`src/design/svf2x_pkg.sv`:
```
// ----------------------------------------------------------------------------
// svf2x_pkg: shared types, constants and fixed point helpers
// Formats, codes and saturation/rescale functions used by the double-sampled
// state variable filter core.
// ----------------------------------------------------------------------------
package svf2x_pkg;

    // sample and state widths
    localparam int SAMPLE_BITS = 16;
    localparam int STATE_BITS  = 32;
    localparam int SAMPLE_FRAC = SAMPLE_BITS - 1;
    localparam int STATE_FRAC  = STATE_BITS - 8;

    // coefficient formats
    localparam int FREQ_W     = 15;
    localparam int DAMP_W     = 18;
    localparam int COEF_FRAC  = 16;
    localparam int MUL_B_W    = DAMP_W + 1;
    localparam int PROD_W     = STATE_BITS + MUL_B_W;
    localparam int PQ_W       = PROD_W - COEF_FRAC;
    localparam int ACC_W      = PQ_W + 1;

    localparam logic [FREQ_W-1:0] FREQ_MAX   = FREQ_W'(16384);
    localparam logic [FREQ_W-1:0] FREQ_RESET = FREQ_W'(12);
    localparam logic [DAMP_W-1:0] DAMP_MAX   = DAMP_W'(131072);

    // input alignment into the state format
    localparam int X_SHIFT = STATE_FRAC - SAMPLE_FRAC;
    localparam int X_SHL   = (X_SHIFT >= 0) ? X_SHIFT : 0;
    localparam int X_SHR   = (X_SHIFT < 0) ? -X_SHIFT : 0;
    localparam int X_W     = STATE_BITS + SAMPLE_BITS;

    // output halving and alignment back into the sample format
    localparam int O_SHIFT = STATE_FRAC - SAMPLE_FRAC + 1;
    localparam int O_SHL   = (O_SHIFT < 0) ? -O_SHIFT : 0;
    localparam int O_SHR   = (O_SHIFT >= 0) ? O_SHIFT : 0;
    localparam int SEL_W   = STATE_BITS + 1;
    localparam int O_W     = SEL_W + SAMPLE_BITS + 2;

    // configuration port
    localparam int CFG_IDX_W  = 2;
    localparam int CFG_DATA_W = DAMP_W;

    typedef enum logic [CFG_IDX_W-1:0] {
        CFG_FREQ = 2'd0,
        CFG_DAMP = 2'd1,
        CFG_MODE = 2'd2
    } t_cfg_idx;

    typedef enum logic [2:0] {
        MODE_LOW   = 3'd0,
        MODE_HIGH  = 3'd1,
        MODE_BAND  = 3'd2,
        MODE_NOTCH = 3'd3,
        MODE_PEAK  = 3'd4
    } t_mode;

    typedef struct packed {
        logic [FREQ_W-1:0] freq;
        logic [DAMP_W-1:0] damp;
        t_mode             mode;
    } t_cfg;

    // multiplier operand selection
    typedef enum logic [1:0] {
        MS_BAND_DAMP = 2'd0,
        MS_BAND_FREQ = 2'd1,
        MS_HIGH_FREQ = 2'd2
    } t_mul_sel;

    // controller to datapath commands
    typedef struct packed {
        logic     load_x;
        logic     mul_en;
        t_mul_sel mul_sel;
        logic     upd_notch;
        logic     upd_low;
        logic     upd_high;
        logic     upd_band;
        logic     out_load;
    } t_dp_cmd;

    // saturate a widened sum to the state range
    function automatic logic signed [STATE_BITS-1:0] sat_state(
        input logic signed [ACC_W-1:0] v
    );
        logic [ACC_W-STATE_BITS:0] top;
        logic signed [STATE_BITS-1:0] res;
        top = v[ACC_W-1:STATE_BITS-1];
        if ((&top) || !(|top)) begin
            res = v[STATE_BITS-1:0];
        end else if (v[ACC_W-1]) begin
            res = {1'b1, {(STATE_BITS-1){1'b0}}};
        end else begin
            res = {1'b0, {(STATE_BITS-1){1'b1}}};
        end
        return res;
    endfunction

    // align an input sample into the state format
    function automatic logic signed [STATE_BITS-1:0] align_in(
        input logic signed [SAMPLE_BITS-1:0] xs
    );
        logic signed [X_W-1:0] t;
        t = X_W'(xs);
        t = (t <<< X_SHL) >>> X_SHR;
        return t[STATE_BITS-1:0];
    endfunction

    // halve, rescale with floor rounding and saturate to the sample range
    function automatic logic signed [SAMPLE_BITS-1:0] scale_out(
        input logic signed [SEL_W-1:0] v
    );
        logic signed [O_W-1:0] t;
        logic [O_W-SAMPLE_BITS:0] top;
        logic signed [SAMPLE_BITS-1:0] res;
        t = O_W'(v);
        t = (t <<< O_SHL) >>> O_SHR;
        top = t[O_W-1:SAMPLE_BITS-1];
        if ((&top) || !(|top)) begin
            res = t[SAMPLE_BITS-1:0];
        end else if (t[O_W-1]) begin
            res = {1'b1, {(SAMPLE_BITS-1){1'b0}}};
        end else begin
            res = {1'b0, {(SAMPLE_BITS-1){1'b1}}};
        end
        return res;
    endfunction

endpackage

```
`src/design/svf2x_cfg.sv`:
```
// ----------------------------------------------------------------------------
// svf2x_cfg: configuration registers
// Holds frequency, damping and mode; clamps coefficients and drops unused
// mode codes on write.
// ----------------------------------------------------------------------------
module svf2x_cfg
    import svf2x_pkg::*;
(
    input  logic                  i_clk,
    input  logic                  i_rst_n,
    input  logic                  i_cfg_we,
    input  logic [CFG_IDX_W-1:0]  i_cfg_idx,
    input  logic [CFG_DATA_W-1:0] i_cfg_data,
    output t_cfg                  o_cfg
);

    t_cfg r_cfg;
    t_cfg n_cfg;

    logic [FREQ_W-1:0] wr_freq;
    logic [DAMP_W-1:0] wr_damp;
    logic [2:0]        wr_mode;

    assign wr_freq = i_cfg_data[FREQ_W-1:0];
    assign wr_damp = i_cfg_data[DAMP_W-1:0];
    assign wr_mode = i_cfg_data[2:0];

    // register write decode with clamping
    always_comb begin
        n_cfg = r_cfg;
        if (i_cfg_we) begin
            unique case (t_cfg_idx'(i_cfg_idx))
                CFG_FREQ: n_cfg.freq = (wr_freq > FREQ_MAX) ? FREQ_MAX : wr_freq;
                CFG_DAMP: n_cfg.damp = (wr_damp > DAMP_MAX) ? DAMP_MAX : wr_damp;
                CFG_MODE: begin
                    if (wr_mode <= 3'(MODE_PEAK)) begin
                        n_cfg.mode = t_mode'(wr_mode);
                    end
                end
                default: n_cfg = r_cfg;
            endcase
        end
    end

    always_ff @(posedge i_clk) begin
        if (!i_rst_n) begin
            r_cfg.freq <= FREQ_RESET;
            r_cfg.damp <= DAMP_MAX;
            r_cfg.mode <= MODE_LOW;
        end else begin
            r_cfg <= n_cfg;
        end
    end

    assign o_cfg = r_cfg;

endmodule

```
`src/design/svf2x_ctrl.sv`:
```
// ----------------------------------------------------------------------------
// svf2x_ctrl: sequencing controller
// Steps two filter passes through the shared multiplier and hands the result
// to the output register.
// ----------------------------------------------------------------------------
module svf2x_ctrl
    import svf2x_pkg::*;
(
    input  logic    i_clk,
    input  logic    i_rst_n,
    input  logic    i_in_valid,
    output logic    o_in_ready,
    input  logic    i_out_ready,
    output logic    o_out_valid,
    output t_dp_cmd o_cmd
);

    typedef enum logic [8:0] {
        ST_IDLE  = 9'b000000001,
        ST_MUL_D = 9'b000000010,
        ST_NOTCH = 9'b000000100,
        ST_MUL_L = 9'b000001000,
        ST_LOW   = 9'b000010000,
        ST_HIGH  = 9'b000100000,
        ST_MUL_B = 9'b001000000,
        ST_BAND  = 9'b010000000,
        ST_OUT   = 9'b100000000
    } t_state;

    t_state  r_state, n_state;
    logic    r_pass, n_pass;
    logic    r_out_valid, n_out_valid;
    logic    out_free;
    t_dp_cmd cmd;

    assign out_free = !r_out_valid || i_out_ready;

    // next state and datapath commands
    always_comb begin
        n_state     = r_state;
        n_pass      = r_pass;
        n_out_valid = r_out_valid && !i_out_ready;
        cmd         = '0;
        cmd.mul_sel = MS_BAND_DAMP;
        unique case (r_state)
            ST_IDLE: begin
                if (i_in_valid) begin
                    cmd.load_x = 1'b1;
                    n_pass     = 1'b0;
                    n_state    = ST_MUL_D;
                end
            end
            ST_MUL_D: begin
                cmd.mul_en  = 1'b1;
                cmd.mul_sel = MS_BAND_DAMP;
                n_state     = ST_NOTCH;
            end
            ST_NOTCH: begin
                cmd.upd_notch = 1'b1;
                n_state       = ST_MUL_L;
            end
            ST_MUL_L: begin
                cmd.mul_en  = 1'b1;
                cmd.mul_sel = MS_BAND_FREQ;
                n_state     = ST_LOW;
            end
            ST_LOW: begin
                cmd.upd_low = 1'b1;
                n_state     = ST_HIGH;
            end
            ST_HIGH: begin
                cmd.upd_high = 1'b1;
                n_state      = ST_MUL_B;
            end
            ST_MUL_B: begin
                cmd.mul_en  = 1'b1;
                cmd.mul_sel = MS_HIGH_FREQ;
                n_state     = ST_BAND;
            end
            ST_BAND: begin
                cmd.upd_band = 1'b1;
                if (r_pass) begin
                    n_state = ST_OUT;
                end else begin
                    n_pass  = 1'b1;
                    n_state = ST_MUL_D;
                end
            end
            ST_OUT: begin
                if (out_free) begin
                    cmd.out_load = 1'b1;
                    n_out_valid  = 1'b1;
                    n_state      = ST_IDLE;
                end
            end
            default: n_state = ST_IDLE;
        endcase
    end

    always_ff @(posedge i_clk) begin
        if (!i_rst_n) begin
            r_state     <= ST_IDLE;
            r_pass      <= 1'b0;
            r_out_valid <= 1'b0;
        end else begin
            r_state     <= n_state;
            r_pass      <= n_pass;
            r_out_valid <= n_out_valid;
        end
    end

    assign o_in_ready  = (r_state == ST_IDLE);
    assign o_out_valid = r_out_valid;
    assign o_cmd       = cmd;

endmodule

```
`src/design/svf2x_dp.sv`:
```
// ----------------------------------------------------------------------------
// svf2x_dp: filter datapath
// Integrator state, one shared coefficient multiplier with a product
// register, saturating adders and the output register.
// ----------------------------------------------------------------------------
module svf2x_dp
    import svf2x_pkg::*;
(
    input  logic                          i_clk,
    input  logic                          i_rst_n,
    input  t_dp_cmd                       i_cmd,
    input  t_cfg                          i_cfg,
    input  logic signed [SAMPLE_BITS-1:0] i_sample_in,
    output logic signed [SAMPLE_BITS-1:0] o_sample_out
);

    logic signed [STATE_BITS-1:0]  r_x;
    logic signed [STATE_BITS-1:0]  r_low;
    logic signed [STATE_BITS-1:0]  r_band;
    logic signed [STATE_BITS-1:0]  r_notch;
    logic signed [STATE_BITS-1:0]  r_high;
    logic signed [PROD_W-1:0]      r_prod;
    logic signed [SAMPLE_BITS-1:0] r_sample_out;

    logic signed [STATE_BITS-1:0]  mul_a;
    logic signed [MUL_B_W-1:0]     mul_b;
    logic signed [PROD_W-1:0]      n_prod;
    logic signed [PQ_W-1:0]        prod_q;
    logic signed [ACC_W-1:0]       prod_e;
    logic signed [SEL_W-1:0]       sel;

    // multiplier operand select
    always_comb begin
        unique case (i_cmd.mul_sel)
            MS_BAND_DAMP: begin
                mul_a = r_band;
                mul_b = signed'({1'b0, i_cfg.damp});
            end
            MS_BAND_FREQ: begin
                mul_a = r_band;
                mul_b = signed'({{(MUL_B_W-FREQ_W){1'b0}}, i_cfg.freq});
            end
            MS_HIGH_FREQ: begin
                mul_a = r_high;
                mul_b = signed'({{(MUL_B_W-FREQ_W){1'b0}}, i_cfg.freq});
            end
            default: begin
                mul_a = r_band;
                mul_b = signed'({1'b0, i_cfg.damp});
            end
        endcase
    end

    assign n_prod = mul_a * mul_b;

    // product scaled by the coefficient fraction, floor rounding
    assign prod_q = r_prod[PROD_W-1:COEF_FRAC];
    assign prod_e = ACC_W'(prod_q);

    // output response select
    always_comb begin
        unique case (i_cfg.mode)
            MODE_LOW:   sel = SEL_W'(r_low);
            MODE_HIGH:  sel = SEL_W'(r_high);
            MODE_BAND:  sel = SEL_W'(r_band);
            MODE_NOTCH: sel = SEL_W'(r_notch);
            MODE_PEAK:  sel = SEL_W'(r_low) - SEL_W'(r_high);
            default:    sel = SEL_W'(r_low);
        endcase
    end

    // integrator state
    always_ff @(posedge i_clk) begin
        if (!i_rst_n) begin
            r_low  <= '0;
            r_band <= '0;
        end else begin
            if (i_cmd.upd_low) begin
                r_low <= sat_state(ACC_W'(r_low) + prod_e);
            end
            if (i_cmd.upd_band) begin
                r_band <= sat_state(ACC_W'(r_band) + prod_e);
            end
        end
    end

    // per-pass working registers and output
    always_ff @(posedge i_clk) begin
        if (i_cmd.load_x) begin
            r_x <= align_in(i_sample_in);
        end
        if (i_cmd.mul_en) begin
            r_prod <= n_prod;
        end
        if (i_cmd.upd_notch) begin
            r_notch <= sat_state(ACC_W'(r_x) - prod_e);
        end
        if (i_cmd.upd_high) begin
            r_high <= sat_state(ACC_W'(r_notch) - ACC_W'(r_low));
        end
        if (i_cmd.out_load) begin
            r_sample_out <= scale_out(sel);
        end
    end

    assign o_sample_out = r_sample_out;

endmodule

```
`src/design/state_variable_filter_2x_core.sv`:
```
// ----------------------------------------------------------------------------
// state_variable_filter_2x_core: double-sampled state variable filter
// Each sample takes an accept step, two passes of seven steps each through the
// single shared multiplier, and an output step that stalls until the output
// register is free; the next sample is accepted only after that output step.
// Reset: integrators cleared, freq 12, damp 2.0, mode lowpass, no output.
// A finished sample waits in the output register while the next is accepted.
// ----------------------------------------------------------------------------
module state_variable_filter_2x_core
    import svf2x_pkg::*;
(
    input  logic                          i_clk,
    input  logic                          i_rst_n,
    input  logic                          i_cfg_we,
    input  logic [CFG_IDX_W-1:0]          i_cfg_idx,
    input  logic [CFG_DATA_W-1:0]         i_cfg_data,
    input  logic                          i_in_valid,
    output logic                          o_in_ready,
    input  logic signed [SAMPLE_BITS-1:0] i_sample_in,
    output logic                          o_out_valid,
    input  logic                          i_out_ready,
    output logic signed [SAMPLE_BITS-1:0] o_sample_out
);

    t_cfg    cfg;
    t_dp_cmd cmd;

    // configuration registers
    svf2x_cfg u_cfg (
        .i_clk      (i_clk),
        .i_rst_n    (i_rst_n),
        .i_cfg_we   (i_cfg_we),
        .i_cfg_idx  (i_cfg_idx),
        .i_cfg_data (i_cfg_data),
        .o_cfg      (cfg)
    );

    // pass sequencer
    svf2x_ctrl u_ctrl (
        .i_clk       (i_clk),
        .i_rst_n     (i_rst_n),
        .i_in_valid  (i_in_valid),
        .o_in_ready  (o_in_ready),
        .i_out_ready (i_out_ready),
        .o_out_valid (o_out_valid),
        .o_cmd       (cmd)
    );

    // arithmetic and state
    svf2x_dp u_dp (
        .i_clk        (i_clk),
        .i_rst_n      (i_rst_n),
        .i_cmd        (cmd),
        .i_cfg        (cfg),
        .i_sample_in  (i_sample_in),
        .o_sample_out (o_sample_out)
    );

endmodule
```
`config.mk`:
```
export PLATFORM = sky130hd
export DESIGN_NAME = state_variable_filter_2x_core
export DESIGN_NICKNAME = d
export VERILOG_FILES = /design/src/design/svf2x_pkg.sv /design/src/design/svf2x_cfg.sv /design/src/design/svf2x_ctrl.sv /design/src/design/svf2x_dp.sv /design/src/design/state_variable_filter_2x_core.sv
export SDC_FILE = /design/constraint.sdc
export NUM_CORES = 2
export LEC_CHECK = 0
export ABC_AREA = 1
export BUFFER_PORTS_ARGS = -buffer_cell sky130_fd_sc_hd__buf_2
export CORE_ASPECT_RATIO = 1.1
export CORE_MARGIN = 2
export CORE_UTILIZATION = 55
export DETAILED_ROUTE_END_ITERATION = 16
export PLACE_DENSITY = 0.71
export SYNTH_ARGS = -nofsm -noshare
export SYNTH_HDL_FRONTEND = slang
export SYNTH_SLANG_ARGS = --single-unit
```
`constraint.sdc`:
```
create_clock -name i_clk -period 16.95 [get_ports i_clk]
set_clock_uncertainty 0.1 [all_clocks]
set_input_delay 2.5425 -clock i_clk [delete_from_list [all_inputs] [get_ports i_clk]]
set_output_delay 2.5425 -clock i_clk [all_outputs]
set_load 0.005 [all_outputs]
```
==> metrics.yaml <==
finish:
  area_delta_synth_final_pct: 5.734
  post-route-util: 0.5843
  final_common_cell: "inv_1"
  drive_gt1_frac: 0.05635
  nNetsFinal: 6453
  final_cells: 6554
  n_fill_cell: 7124
  finalInstanceArea_um2: 43370
  mostFrequentLayoutCells: "inv_1, nand2_1, nor2_1, fa_1, a21oi_1"
setup_path:
  worstPathArrival_ns: 9.34
  slowest_stage: "ha_1"
  r2r_slack_ns: 7.83
  crit_family: "adder cells"
  cp.required_ns: 17.17
  cp_common_cell: "inv_1"
  reg2reg_to: "u_dp.r_prod[41]$_DFFE_PP_"
  cp-end-kind: "flop"
  r2r.worst_path.cells: 31
  rr_startpoint: "u_ctrl.r_state[4]$_SDFFE_PN0P_"
  path_buf_inv: 11
  critPathLaunchType: "flop"
  crit_type: "flop to flop"
  slowest_delay_ns: 0.97
  path_max_fanout: 31
synthesis:
  syn_inst: 5557
  yosys_warnings: 0
  syn_nets: 6442
  postSynth.asyncResetShare: 0
  synth-edff-count: 131
  synth_top_flop_cell: "edfxtp_1"
  seq_area_frac_synth: 0.1501
  synth_seq_cells: 242
  syn_area_per_cell_um2: 7.382
  synth_area_um2: 41020
  synth_cell_types: 65
clocking:
  cts_max_level: 1
  cts_setup_buffers: 0
  clk_pin_slew_ns: 0.06
  numClockSinks: 242
  cts_max_path_buffers: 3
  cts_buffers: 28
  clk_latency_ns: 0.58
  cts_resized: 0
  root_buffer: "clkbuf_16"
  cts.hold.buffers_added: 0
  tritoncts: "done"
sta:
  max_slew.worst_pin.slew_ns: 1.155
  fin_setup_tns_ns: 0
  timing.slew.headroom: 0.2301
  whs_ns: 0.3595
  hold_violations: 0
  rsz0062_at_grt: "false"
  setup_viol: 0
  period_needed_ns: 9.122
  finalCritPeriodShare: 0.5382
  fmax_mhz: 109.6
  finalWorstSetupSlack_ns: 7.828
  final_max_slew_viol_count: 0
placement:
  port_buffers: 58
  placed_cell_area_um2: 42370
  gp_congestion: 1.070
  hpwl_mm: 119.9
  post-place-ws_ns: 7.882
  dp.cells: 6501
power:
  p_leak_nw: 21.75
  irDropWorstVdd_mv: 0.06563
  design_power_total_mw: 1.963
  p_per_area_nw_per_um2: 45.25
drt:
  drtIter0Drc: 3166
  ant_nets: 0
  remaining_drc_errors: 0
  finalWirelength_mm: 145.6
  viasPerCell: 5.698
  first_pass_iters: 6
  wl_per_cell_um: 22.21
  vias: 37350
grt:
  grt_overflow_total: 0
  grt_max_degree: 65
  grt_pass1_vias: 37790
  track_usage: 0.3811
  antenna_found_initial: 4
  grt_first_pass_wirelength_mm: 222.0
floorplan:
  dieArea_um2: 76790
  die_h_um: 290.4
  coreArea_um2: 74230
  die_w_um: 264.4
  placementRows: 105
  io_pins: 59
  start_util: 0.5527
status:
  status: "finished clean"
min_path:
  worstHoldStart: "u_cfg.o_cfg[7]$_SDFFE_PN0P_"
  hp-class: "flop to flop"
  hold_depth: 2
  whs_endpoint: "u_cfg.o_cfg[7]$_SDFFE_PN0P_"
flow_run:
  cap_violations: 0
kinds of logic after synthesis:
group | after synthesis | share of synthesized area
and+or+nand+nor | 2171 | 0.2171
buffers and inverters | 1351 | 0.1275
AOI/OAI and AO/OA | 797 | 0.1132
DFF | 242 | 0.1501
xor gates and xnor gates | 152 | 0.03245
adders and majority gates | 844 | 0.3597
state kept, by name, summed over array words and instances, names as in the netlist:
| name | cells |
|---|---|
| u_ctrl.r_state | 9 |
| u_ctrl.o_out_valid | 1 |
| u_dp.r_band | 32 |
| u_dp.r_prod | 35 |
| u_ctrl.r_pass | 1 |
| u_cfg.o_cfg | 36 |
| u_dp.r_low | 32 |
| u_dp.r_x | 16 |
| u_dp.r_high | 32 |
| u_dp.o_sample_out | 16 |
| u_dp.r_notch | 32 |
final cells by class:
type	count	area, µm²	share of cell area
diodes	1	2.502	0.00005769
clock buffers	40	827.0	0.01907
clock inverters	12	173.9	0.004010
inverters	1205	4523	0.1043
multi-input cells	3964	29680	0.6842
flip-flops and latches	242	6156	0.1419
well taps	963	1205	0.02778
repair buffers	127	808.3	0.01863
routing by layer:
metal  vias up  routed length [µm]  track usage
li1      17200                   -            -
met1     17860               55340       0.4724
met2      1779               66530       0.6211
met3       500               10960      0.04347
met4         4               12700       0.2711
met5         -                  27            0
worst max-delay path by stage:
stage / start / cells after the start / end
4_1_cts: u_ctrl.r_state[4]$_SDFFE_PN0P_ / 32 / u_dp.r_prod[50]$_DFFE_PP_
6_report: u_ctrl.r_state[4]$_SDFFE_PN0P_ / 31 / u_dp.r_prod[41]$_DFFE_PP_
3_5_place_dp: u_ctrl.r_state[4]$_SDFFE_PN0P_ / 32 / u_dp.r_prod[50]$_DFFE_PP_
3_3_place_gp: u_ctrl.r_state[4]$_SDFFE_PN0P_ / 31 / u_dp.r_prod[50]$_DFFE_PP_
5_1_grt: u_ctrl.r_state[4]$_SDFFE_PN0P_ / 31 / u_dp.r_prod[50]$_DFFE_PP_
2_1_floorplan: u_ctrl.r_state[4]$_SDFFE_PN0P_ / 30 / u_dp.r_prod[48]$_DFFE_PP_
where the power goes:
group / leakage [nW] / internal (mW) / switching [mW] / total (mW)
sequential: 2.08 / 0.670 / 0.0460 / 0.716
combinational: 19.2 / 0.159 / 0.416 / 0.575
clock: 0.498 / 0.401 / 0.270 / 0.672
tightest hold or removal path, delay by kind of cell, from the launching register on:
kind                   cells  cell delay, ns
buffers and inverters      1            0.05
flip-flops                 1            0.30
AO/OA/AOI/OAI              1            0.06
synth_stat cells (6+ instances only):
library cell | instances | share of area
a21oi_1 | 320 | 0.039
inv_1 | 1172 | 0.11
o21a_1 | 17 | 0.0031
ha_1 | 285 | 0.087
nand3b_1 | 8 | 0.0015
buf_6 | 6 | 0.0016
buf_1 | 20 | 0.0018
fa_1 | 559 | 0.27
nor2_1 | 692 | 0.063
buf_4 | 12 | 0.0022
nor4_1 | 14 | 0.0021
nor3_1 | 47 | 0.0057
o22ai_1 | 15 | 0.0023
inv_2 | 18 | 0.0016
edfxtp_1 | 131 | 0.096
o21bai_1 | 18 | 0.0033
dfxtp_1 | 111 | 0.054
o21ai_1 | 40 | 0.0049
nand3_2 | 28 | 0.0068
nand3_1 | 166 | 0.020
o2111ai_1 | 10 | 0.0021
a221oi_1 | 11 | 0.0023
nand2_2 | 17 | 0.0026
nor2_2 | 8 | 0.0012
clkinv_1 | 15 | 0.0014
buf_2 | 20 | 0.0024
o21ai_0 | 208 | 0.025
o21ai_2 | 7 | 0.0015
a21oi_2 | 29 | 0.0062
clkbuf_1 | 85 | 0.0078
a31oi_1 | 31 | 0.0047
a21o_1 | 29 | 0.0053
o211ai_1 | 8 | 0.0015
xor2_1 | 102 | 0.022
a211oi_1 | 22 | 0.0040
nand4_1 | 30 | 0.0046
xnor2_1 | 50 | 0.011
nand2_1 | 1138 | 0.10
No activity file was read; power rests on OpenSTA's default activity.
